### src/rtl/mme_pkg.sv
// ----------------------------------------------------------------------------
// mme_pkg: shared constants of the median by min/max elimination unit
// Sample width, store depth and the derived widths of counters and buses.
// ----------------------------------------------------------------------------
package mme_pkg;

    localparam int MAX_SAMPLES  = 16;
    localparam int SAMPLE_WIDTH = 16;

    localparam int CNT_W = $clog2(MAX_SAMPLES + 1);
    localparam int IDX_W = (MAX_SAMPLES > 1) ? $clog2(MAX_SAMPLES) : 1;

    localparam int S_TDATA_W = ((SAMPLE_WIDTH + 7) / 8) * 8;
    localparam int RESULT_W  = 3 * SAMPLE_WIDTH + 2;
    localparam int M_TDATA_W = ((RESULT_W + 7) / 8) * 8;

endpackage

### src/rtl/mme_ram.sv
// ----------------------------------------------------------------------------
// mme_ram: generic single-clock RAM
// One write port and one read port, read data registered.
// ----------------------------------------------------------------------------
module mme_ram #(
    parameter int WIDTH = 16,
    parameter int DEPTH = 16,
    parameter int AW    = (DEPTH > 1) ? $clog2(DEPTH) : 1
) (
    input  logic             i_clk,
    input  logic             i_wr_en,
    input  logic [AW-1:0]    i_wr_addr,
    input  logic [WIDTH-1:0] i_wr_data,
    input  logic             i_rd_en,
    input  logic [AW-1:0]    i_rd_addr,
    output logic [WIDTH-1:0] o_rd_data
);

    logic [WIDTH-1:0] r_mem [DEPTH];
    logic [WIDTH-1:0] r_rd_data;

    always_ff @(posedge i_clk) begin
        if (i_wr_en) begin
            r_mem[i_wr_addr] <= i_wr_data;
        end
        if (i_rd_en) begin
            r_rd_data <= r_mem[i_rd_addr];
        end
    end

    assign o_rd_data = r_rd_data;

endmodule

### src/rtl/median_by_min_max_elimination_unit.sv
// ----------------------------------------------------------------------------
// median_by_min_max_elimination_unit: median of a sample set
// Samples are stored in a RAM until the last one of a set; rounds of
// largest/smallest removal then leave the median, sent with max and min.
//
//  Channel   Direction  Request contents
//  s_axis    in         tdata: sample; tlast: last_sample
//  m_axis    out        tdata: median_whole, median_half, largest, smallest,
//                       overflowed
//
// Samples are taken one per cycle. The last sample of a set of N stored
// samples starts (2R+1) scan passes over the store, R = N/2 rounds for
// odd N and N/2-1 for even N, all bound by the single RAM read port; the
// result then passes through ST_WAIT_OUT to the output register.
// No input is taken during the scans or while a result waits for a free
// output register. Reset is synchronous; the RAM needs no clearing.
// ----------------------------------------------------------------------------
module median_by_min_max_elimination_unit (
    input  logic                           i_clk,
    input  logic                           i_rst_n,
    input  logic                           i_s_axis_tvalid,
    output logic                           o_s_axis_tready,
    // Bits from lowest up: sample, zero padding.
    input  logic [mme_pkg::S_TDATA_W-1:0]  i_s_axis_tdata,
    input  logic                           i_s_axis_tlast,
    output logic                           o_m_axis_tvalid,
    input  logic                           i_m_axis_tready,
    // Bits from lowest up: median_whole, median_half, largest, smallest,
    // overflowed, zero padding.
    output logic [mme_pkg::M_TDATA_W-1:0]  o_m_axis_tdata
);

    import mme_pkg::*;

    typedef enum logic [1:0] {
        ST_LOAD,
        ST_SCAN,
        ST_WAIT_OUT
    } t_state;

    typedef enum logic [1:0] {
        PH_MAX,
        PH_MIN,
        PH_FINAL
    } t_phase;

    t_state                  r_state;
    t_phase                  r_phase;
    logic [CNT_W-1:0]        r_count;
    logic                    r_overflow;
    logic [MAX_SAMPLES-1:0]  r_marks;
    logic [SAMPLE_WIDTH-1:0] r_hi;
    logic [SAMPLE_WIDTH-1:0] r_lo;
    logic [CNT_W-1:0]        r_rounds;
    logic [CNT_W-1:0]        r_round;

    logic                    r_issue;
    logic [IDX_W-1:0]        r_rd_idx;
    logic                    r_cmp_vld;
    logic [IDX_W-1:0]        r_cmp_idx;
    logic                    r_cmp_last;

    logic                    r_found;
    logic [SAMPLE_WIDTH-1:0] r_max_val;
    logic [IDX_W-1:0]        r_max_idx;
    logic [SAMPLE_WIDTH-1:0] r_min_val;
    logic [IDX_W-1:0]        r_min_idx;

    logic                    r_out_vld;
    logic [SAMPLE_WIDTH-1:0] r_res_whole;
    logic                    r_res_half;
    logic [SAMPLE_WIDTH-1:0] r_out_whole;
    logic                    r_out_half;
    logic [SAMPLE_WIDTH-1:0] r_out_hi;
    logic [SAMPLE_WIDTH-1:0] r_out_lo;
    logic                    r_out_ovf;

    logic                    in_acc;
    logic                    store;
    logic [SAMPLE_WIDTH-1:0] sample;
    logic [CNT_W-1:0]        n_count;
    logic [CNT_W-1:0]        n_rounds;
    logic                    issue_last;
    logic [SAMPLE_WIDTH-1:0] rd_data;
    logic                    live;
    logic                    n_max_upd;
    logic                    n_min_upd;
    logic [SAMPLE_WIDTH-1:0] n_max_val;
    logic [IDX_W-1:0]        n_max_idx;
    logic [SAMPLE_WIDTH-1:0] n_min_val;
    logic [IDX_W-1:0]        n_min_idx;
    logic [SAMPLE_WIDTH:0]   n_pair;
    logic                    out_free;

    assign o_s_axis_tready = (r_state == ST_LOAD);
    assign in_acc          = i_s_axis_tvalid && o_s_axis_tready;
    assign sample          = i_s_axis_tdata[SAMPLE_WIDTH-1:0];
    assign store           = (r_count < CNT_W'(MAX_SAMPLES));
    assign n_count         = store ? r_count + CNT_W'(1) : r_count;
    assign issue_last      = (CNT_W'(r_rd_idx) == r_count - CNT_W'(1));
    assign out_free        = !r_out_vld || i_m_axis_tready;

    always_comb begin
        if (n_count < CNT_W'(2)) begin
            n_rounds = '0;
        end else if (n_count[0]) begin
            n_rounds = n_count >> 1;
        end else begin
            n_rounds = (n_count >> 1) - CNT_W'(1);
        end
    end

    mme_ram #(
        .WIDTH (SAMPLE_WIDTH),
        .DEPTH (MAX_SAMPLES),
        .AW    (IDX_W)
    ) u_store (
        .i_clk     (i_clk),
        .i_wr_en   (in_acc && store),
        .i_wr_addr (r_count[IDX_W-1:0]),
        .i_wr_data (sample),
        .i_rd_en   (r_issue),
        .i_rd_addr (r_rd_idx),
        .o_rd_data (rd_data)
    );

    always_comb begin
        live      = !r_marks[r_cmp_idx];
        n_max_upd = live && (!r_found || rd_data > r_max_val);
        n_min_upd = live && (!r_found || rd_data < r_min_val);
        n_max_val = n_max_upd ? rd_data : r_max_val;
        n_max_idx = n_max_upd ? r_cmp_idx : r_max_idx;
        n_min_val = n_min_upd ? rd_data : r_min_val;
        n_min_idx = n_min_upd ? r_cmp_idx : r_min_idx;
        n_pair    = {1'b0, n_max_val} + {1'b0, n_min_val};
    end

    always_ff @(posedge i_clk) begin
        if (!i_rst_n) begin
            r_state    <= ST_LOAD;
            r_phase    <= PH_MAX;
            r_count    <= '0;
            r_overflow <= 1'b0;
            r_marks    <= '0;
            r_round    <= '0;
            r_issue    <= 1'b0;
            r_rd_idx   <= '0;
            r_cmp_vld  <= 1'b0;
            r_cmp_last <= 1'b0;
            r_found    <= 1'b0;
            r_out_vld  <= 1'b0;
        end else begin
            if (r_out_vld && i_m_axis_tready && r_state != ST_WAIT_OUT) begin
                r_out_vld <= 1'b0;
            end

            r_cmp_vld  <= r_issue;
            r_cmp_idx  <= r_rd_idx;
            r_cmp_last <= r_issue && issue_last;
            if (r_issue) begin
                r_rd_idx <= r_rd_idx + IDX_W'(1);
                if (issue_last) begin
                    r_issue <= 1'b0;
                end
            end

            case (r_state)
                ST_LOAD: begin
                    if (in_acc) begin
                        r_count <= n_count;
                        if (store) begin
                            if (r_count == '0 || sample > r_hi) begin
                                r_hi <= sample;
                            end
                            if (r_count == '0 || sample < r_lo) begin
                                r_lo <= sample;
                            end
                        end else begin
                            r_overflow <= 1'b1;
                        end
                        if (i_s_axis_tlast) begin
                            r_state  <= ST_SCAN;
                            r_rounds <= n_rounds;
                            r_round  <= '0;
                            r_phase  <= (n_rounds == '0) ? PH_FINAL : PH_MAX;
                            r_issue  <= 1'b1;
                            r_rd_idx <= '0;
                            r_found  <= 1'b0;
                        end
                    end
                end
                ST_SCAN: begin
                    if (r_cmp_vld) begin
                        r_found   <= r_cmp_last ? 1'b0 : (r_found || live);
                        r_max_val <= n_max_val;
                        r_max_idx <= n_max_idx;
                        r_min_val <= n_min_val;
                        r_min_idx <= n_min_idx;
                        if (r_cmp_last) begin
                            case (r_phase)
                                PH_MAX: begin
                                    r_issue            <= 1'b1;
                                    r_rd_idx           <= '0;
                                    r_marks[n_max_idx] <= 1'b1;
                                    r_phase            <= PH_MIN;
                                end
                                PH_MIN: begin
                                    r_issue            <= 1'b1;
                                    r_rd_idx           <= '0;
                                    r_marks[n_min_idx] <= 1'b1;
                                    r_round            <= r_round + CNT_W'(1);
                                    if (r_round + CNT_W'(1) == r_rounds) begin
                                        r_phase <= PH_FINAL;
                                    end else begin
                                        r_phase <= PH_MAX;
                                    end
                                end
                                default: begin
                                    r_res_whole <= n_pair[SAMPLE_WIDTH:1];
                                    r_res_half  <= n_pair[0];
                                    r_state     <= ST_WAIT_OUT;
                                end
                            endcase
                        end
                    end
                end
                ST_WAIT_OUT: begin
                    if (out_free) begin
                        r_out_vld   <= 1'b1;
                        r_out_whole <= r_res_whole;
                        r_out_half  <= r_res_half;
                        r_out_hi    <= r_hi;
                        r_out_lo    <= r_lo;
                        r_out_ovf   <= r_overflow;
                        r_count     <= '0;
                        r_overflow  <= 1'b0;
                        r_marks     <= '0;
                        r_state     <= ST_LOAD;
                    end
                end
                default: begin
                    r_state <= ST_LOAD;
                end
            endcase
        end
    end

    assign o_m_axis_tvalid = r_out_vld;
    assign o_m_axis_tdata  = M_TDATA_W'({r_out_ovf, r_out_lo, r_out_hi,
                                         r_out_half, r_out_whole});

    a_marks_clear_in_load: assert property (@(posedge i_clk) disable iff (!i_rst_n)
        r_state == ST_LOAD |-> r_marks == '0)
        else $error("removal marks left over while loading");

    a_count_in_range: assert property (@(posedge i_clk) disable iff (!i_rst_n)
        r_count <= CNT_W'(MAX_SAMPLES))
        else $error("sample count beyond store depth");

    a_compare_only_in_scan: assert property (@(posedge i_clk) disable iff (!i_rst_n)
        r_cmp_vld |-> r_state == ST_SCAN)
        else $error("read data compared outside a scan");

    a_survivors_in_final: assert property (@(posedge i_clk) disable iff (!i_rst_n)
        (r_state == ST_SCAN && r_phase == PH_FINAL) |->
        ($countones(r_marks) + 1 == int'(r_count) ||
         $countones(r_marks) + 2 == int'(r_count)))
        else $error("final pass does not see one or two survivors");

endmodule
### config.mk
export PLATFORM = sky130hd
export DESIGN_NAME = median_by_min_max_elimination_unit
export DESIGN_NICKNAME = d
export VERILOG_FILES = /design/src/rtl/mme_pkg.sv /design/src/rtl/mme_ram.sv /design/src/rtl/median_by_min_max_elimination_unit.sv
export SDC_FILE = /design/constraint.sdc
export NUM_CORES = 1
export LEC_CHECK = 0
export BUFFER_PORTS_ARGS = -buffer_cell sky130_fd_sc_hd__buf_2
export CORE_ASPECT_RATIO = 1.5
export CORE_MARGIN = 4
export CORE_UTILIZATION = 40
export CTS_CLUSTER_DIAMETER = 40
export CTS_CLUSTER_SIZE = 25
export DETAILED_ROUTE_END_ITERATION = 8
export HOLD_SLACK_MARGIN = 0.1
export PLACE_DENSITY = 0.57
export SKIP_CTS_REPAIR_TIMING = 1
export SLEW_MARGIN = 20
export SYNTH_ARGS = -nofsm -noshare
export SYNTH_HDL_FRONTEND = slang
export SYNTH_HIERARCHICAL = 1
export SYNTH_SLANG_ARGS = --single-unit
export TNS_END_PERCENT = 100
### constraint.sdc
create_clock -name i_clk -period 5.88 [get_ports i_clk]
set_input_delay 1.176 -clock i_clk [delete_from_list [all_inputs] [get_ports i_clk]]
set_output_delay 1.176 -clock i_clk [all_outputs]
set_load 0.03 [all_outputs]
==> impl_summary.log <==
[metrics] total number of vias: 11330
[metrics] routed length per placed instance: 20.24 um
[metrics] Hold Path Class: reg2reg
[metrics] most common flop cell mapped by yosys: sky130_fd_sc_hd__edfxtp_1
[metrics] maximum clock insertion buffer count: 3
[metrics] average cell area after synthesis: 15.30 um^2
[metrics] number of primary I/O pins: 79
[metrics] CORE AREA: 49800 um^2
[metrics] Die Y: 283.3 um
[metrics] fraction of layout instances using a drive strength above 1: 19.27%
[metrics] final total negative setup slack: 0 ns
[metrics] peak supply drop: 0.0002631 V
[metrics] Async S/R FF share, synth: 0%
[metrics] post-synthesis sequential area ratio: 66.36%
[metrics] FILL cells: 4425
[metrics] Pwr per Cell Area: 325.4 nW/um^2
[metrics] global router's overall resource usage: 15.78%
[metrics] final core utilization: 46.08%
[metrics] sum of net half-perimeters after detailed placement: 27970 um
[metrics] router iterations before antenna repair: 8
[metrics] Routed Antenna Nets: 0
[metrics] DR iter-0 viols: 906
[metrics] status: finished clean
[metrics] post-route clock period utilization: 86.46%
[metrics] power share of the clock group: 40.3%
[metrics] max_slew headroom: 29.59%
[metrics] crit-path max FO: 16
[metrics] max-cap violations: 0
[metrics] number of enable flip-flop cells after synthesis: 420
[metrics] master cell of the clock root buffer: sky130_fd_sc_hd__clkbuf_16
[metrics] via count of the first global-routing pass: 11520
[metrics] clock-pin transition on the worst setup and hold timing paths: 0.06 ns
[metrics] worst path required time: 6.18 ns
[metrics] final weighted congestion of routability-driven global placement: 0.8507
[metrics] max-slew violation count: 0
[metrics] power share of the combinational group: 9.6%
[metrics] number of distinct library cell variants in the gate-level netlist after synthesis: 59
[metrics] Clock Latency Late Sink: 0.58 ns
[metrics] leakage power: 8.124 nW
[metrics] most common library cell in the layout ignoring fill and taps: sky130_fd_sc_hd__edfxtp_1
[metrics] average via count per standard cell: 5.341
[metrics] relative contribution of sequential cells to total power: 50.1%
[metrics] Clock Sinks: 460
[metrics] post-synthesis instance area: 20210 um^2
[metrics] arrival time at the worst endpoint: 5.38 ns
[metrics] Sw Ratio: 25.43%
[metrics] setup violation total in the final timing report: 0
[metrics] launching element type of the critical path: flip-flop
[metrics] detailed-route wire length: 42930 um
[metrics] power dissipated by switching net loads: 1.899 mW
[metrics] number of buffers inserted during clock tree synthesis: 45
[metrics] count of synthesis-stage warnings from yosys: 6
[metrics] pin count of the biggest net entering global routing: 51
[metrics] global-route wire length before repair: 66700 um
[metrics] Antenna Diode Count: 0
[metrics] PortBufs: 72
[metrics] Die ar.: 54260 um^2
[metrics] gate count of the mapped netlist: 1321
[metrics] H-tree level count: 2
[metrics] antenna violations before repair: 0
[metrics] Tot Pwr: 7.465 mW
[metrics] Hold Vio Cnt, Final: 0
[metrics] Worst Clk Skew: 0.03328 ns
[metrics] Core Rows: 100
[metrics] category of the most critical setup path: reg2reg
[metrics] remaining global-route overflow: 0
[metrics] die width: 191.5 um
[metrics] transition at the pin with the smallest max-transition slack: 1.053 ns
[metrics] Syn-to-layout area delta: 13.52%
[metrics] internal cell power: 5.567 mW
[metrics] setup repair after global routing missed its margin: false
[metrics] Max Clock Freq: 196.7 MHz
[metrics] Crit. End Element: flip-flop
[metrics] number of remaining DRC errors: 0
[metrics] initial cell density of the core: 40.59%
[metrics] clock tree from TritonCTS: built
[metrics] count of nets after finishing: 1530
[metrics] total of flip-flops plus latches after synthesis: 460
[metrics] highest-count cells in the layout ignoring fill and taps: sky130_fd_sc_hd__edfxtp_1, sky130_fd_sc_hd__nor2_1, sky130_fd_sc_hd__ha_1, sky130_fd_sc_hd__nand2_1, sky130_fd_sc_hd__inv_1
[metrics] final critical path time including I/O delays and setup: 5.084 ns
## metal layers
layer  routed length [um]  GRT usage, %
met5                    0             0
met4                 1254         5.120
met3                 1584         2.057
met2                22600         28.69
met1                17490         19.30
## synth_stat cells, types with 5 or more instances
cell / instances / area (um^2)
sky130_fd_sc_hd__a211oi_1: 7 / 52.55
sky130_fd_sc_hd__a21o_1: 12 / 90.09
sky130_fd_sc_hd__a21oi_1: 46 / 230.2
sky130_fd_sc_hd__a22oi_1: 53 / 397.9
sky130_fd_sc_hd__and3_1: 5 / 31.28
sky130_fd_sc_hd__buf_2: 6 / 30.03
sky130_fd_sc_hd__buf_4: 12 / 90.09
sky130_fd_sc_hd__buf_6: 7 / 78.83
sky130_fd_sc_hd__clkbuf_1: 23 / 86.33
sky130_fd_sc_hd__dfxtp_1: 40 / 800.8
sky130_fd_sc_hd__edfxtp_1: 420 / 12610
sky130_fd_sc_hd__ha_1: 87 / 1089
sky130_fd_sc_hd__inv_1: 76 / 285.3
sky130_fd_sc_hd__mux2_2: 24 / 270.3
sky130_fd_sc_hd__mux2i_1: 22 / 220.2
sky130_fd_sc_hd__mux4_1: 12 / 315.3
sky130_fd_sc_hd__mux4_2: 56 / 1261
sky130_fd_sc_hd__nand2_1: 78 / 292.8
sky130_fd_sc_hd__nand2b_1: 19 / 118.9
sky130_fd_sc_hd__nand3_1: 19 / 95.09
sky130_fd_sc_hd__nand3b_1: 9 / 67.56
sky130_fd_sc_hd__nand4_1: 11 / 68.82
sky130_fd_sc_hd__nor2_1: 91 / 341.6
sky130_fd_sc_hd__nor2b_1: 17 / 106.4
sky130_fd_sc_hd__nor3_1: 22 / 110.1
sky130_fd_sc_hd__o211ai_1: 13 / 97.59
sky130_fd_sc_hd__o21ai_0: 44 / 220.2
sky130_fd_sc_hd__or3_1: 5 / 31.28
sky130_fd_sc_hd__xnor2_1: 13 / 113.9
sky130_fd_sc_hd__xor2_1: 16 / 140.1
## area by class of cell
class	instances	area (um^2)	share of cell area, %
clock buffers	49	1141	4.973
clock inverters	35	412.9	1.800
inverters	77	289.0	1.260
multi-input cells	738	6291	27.42
flip-flops and latches	460	13420	58.48
well taps	663	829.5	3.615
repair buffers	99	563.0	2.454
## worst paths after layout
path                        startpoint                        end  slack, ns  depth (start not counted)
max             r_cmp_idx[0]$_DFFE_PP_  r_res_whole[13]$_DFFE_PP_       0.80                         15
min          r_res_whole[12]$_DFFE_PP_  r_out_whole[12]$_DFFE_PP_       0.42                          0
max reg2reg     r_cmp_idx[0]$_DFFE_PP_  r_res_whole[13]$_DFFE_PP_       0.80                         15
min reg2reg  r_res_whole[12]$_DFFE_PP_  r_out_whole[12]$_DFFE_PP_       0.42                          0
## power groups by stage
stage | logic [mW] | clock network, mW | registers, mW
3_3_place_gp | 0.710 | 0 | 3.81
3_5_place_dp | 0.724 | 0 | 3.81
6_report | 0.718 | 3.01 | 3.74
5_1_grt | 0.802 | 3.21 | 3.75
4_1_cts | 0.727 | 3.09 | 3.74
2_1_floorplan | 0.555 | 0 | 3.77
## critical path: stages, from the launching register on
cell	delay, ns
sky130_fd_sc_hd__edfxtp_1	0.69
sky130_fd_sc_hd__mux4_1	0.62
sky130_fd_sc_hd__a22oi_1	0.29
sky130_fd_sc_hd__nand2_1	0.16
sky130_fd_sc_hd__a41oi_2	0.21
sky130_fd_sc_hd__nand2_1	0.49
sky130_fd_sc_hd__buf_4	0.37
sky130_fd_sc_hd__mux2_2	0.29
sky130_fd_sc_hd__ha_1	0.35
sky130_fd_sc_hd__o21a_1	0.12
sky130_fd_sc_hd__o31a_1	0.13
sky130_fd_sc_hd__o211ai_1	0.16
sky130_fd_sc_hd__nand2_1	0.12
sky130_fd_sc_hd__a221oi_1	0.42
sky130_fd_sc_hd__a31oi_1	0.22
sky130_fd_sc_hd__xor2_1	0.18
## logic make-up (layout without fill, tap and decap cells)
kind of cell / after synthesis / in the layout / synth area share, %
AOI/OAI and AO/OA: 204 / 204 / 6.655
xor gates and xnor gates: 29 / 29 / 1.257
adders and majority gates: 88 / 88 / 5.485
buffers and inverters: 129 / 260 / 2.916
DFF: 460 / 460 / 66.36
muxes: 114 / 114 / 10.23
other: 1 / 7 / 0.01855
and+or+nand+nor: 296 / 296 / 7.082
## state kept, by name (all words and copies together), names as in the netlist, 4 cells and up
| register | cells |
|---|---|
| r_out_whole | 16 |
| r_max_val | 16 |
| u_store/r_mem | 256 |
| r_count | 5 |
| r_rd_idx | 4 |
| r_out_hi | 16 |
| r_lo | 16 |
| r_marks | 16 |
| r_rounds | 5 |
| u_store/o_rd_data | 16 |
| r_round | 5 |
| r_cmp_idx | 4 |
| r_max_idx | 4 |
| r_min_idx | 4 |
| r_hi | 16 |
| r_out_lo | 16 |
| r_min_val | 16 |
| r_res_whole | 16 |
## metrics by stage
| step | std cells | instance area (um^2) | hold WS (ns) | setup slack [ns] |
|---|---|---|---|---|
| 6_report | 2121 | 22940 | 0.4194 | 0.7964 |
| 4_1_cts | 2121 | 22940 | 0.4208 | 0.7161 |
| 3_5_place_dp | 2037 | 21390 | 0.4045 | 0.7014 |
| 2_1_floorplan | 1327 | 20230 | 0.4003 | 1.289 |
| 3_3_place_gp | 2037 | 21390 | 0.4003 | 0.7934 |
| 5_1_grt | 2121 | 22940 | 0.4295 | 0.3759 |
(Power assumes the default switching activity.)
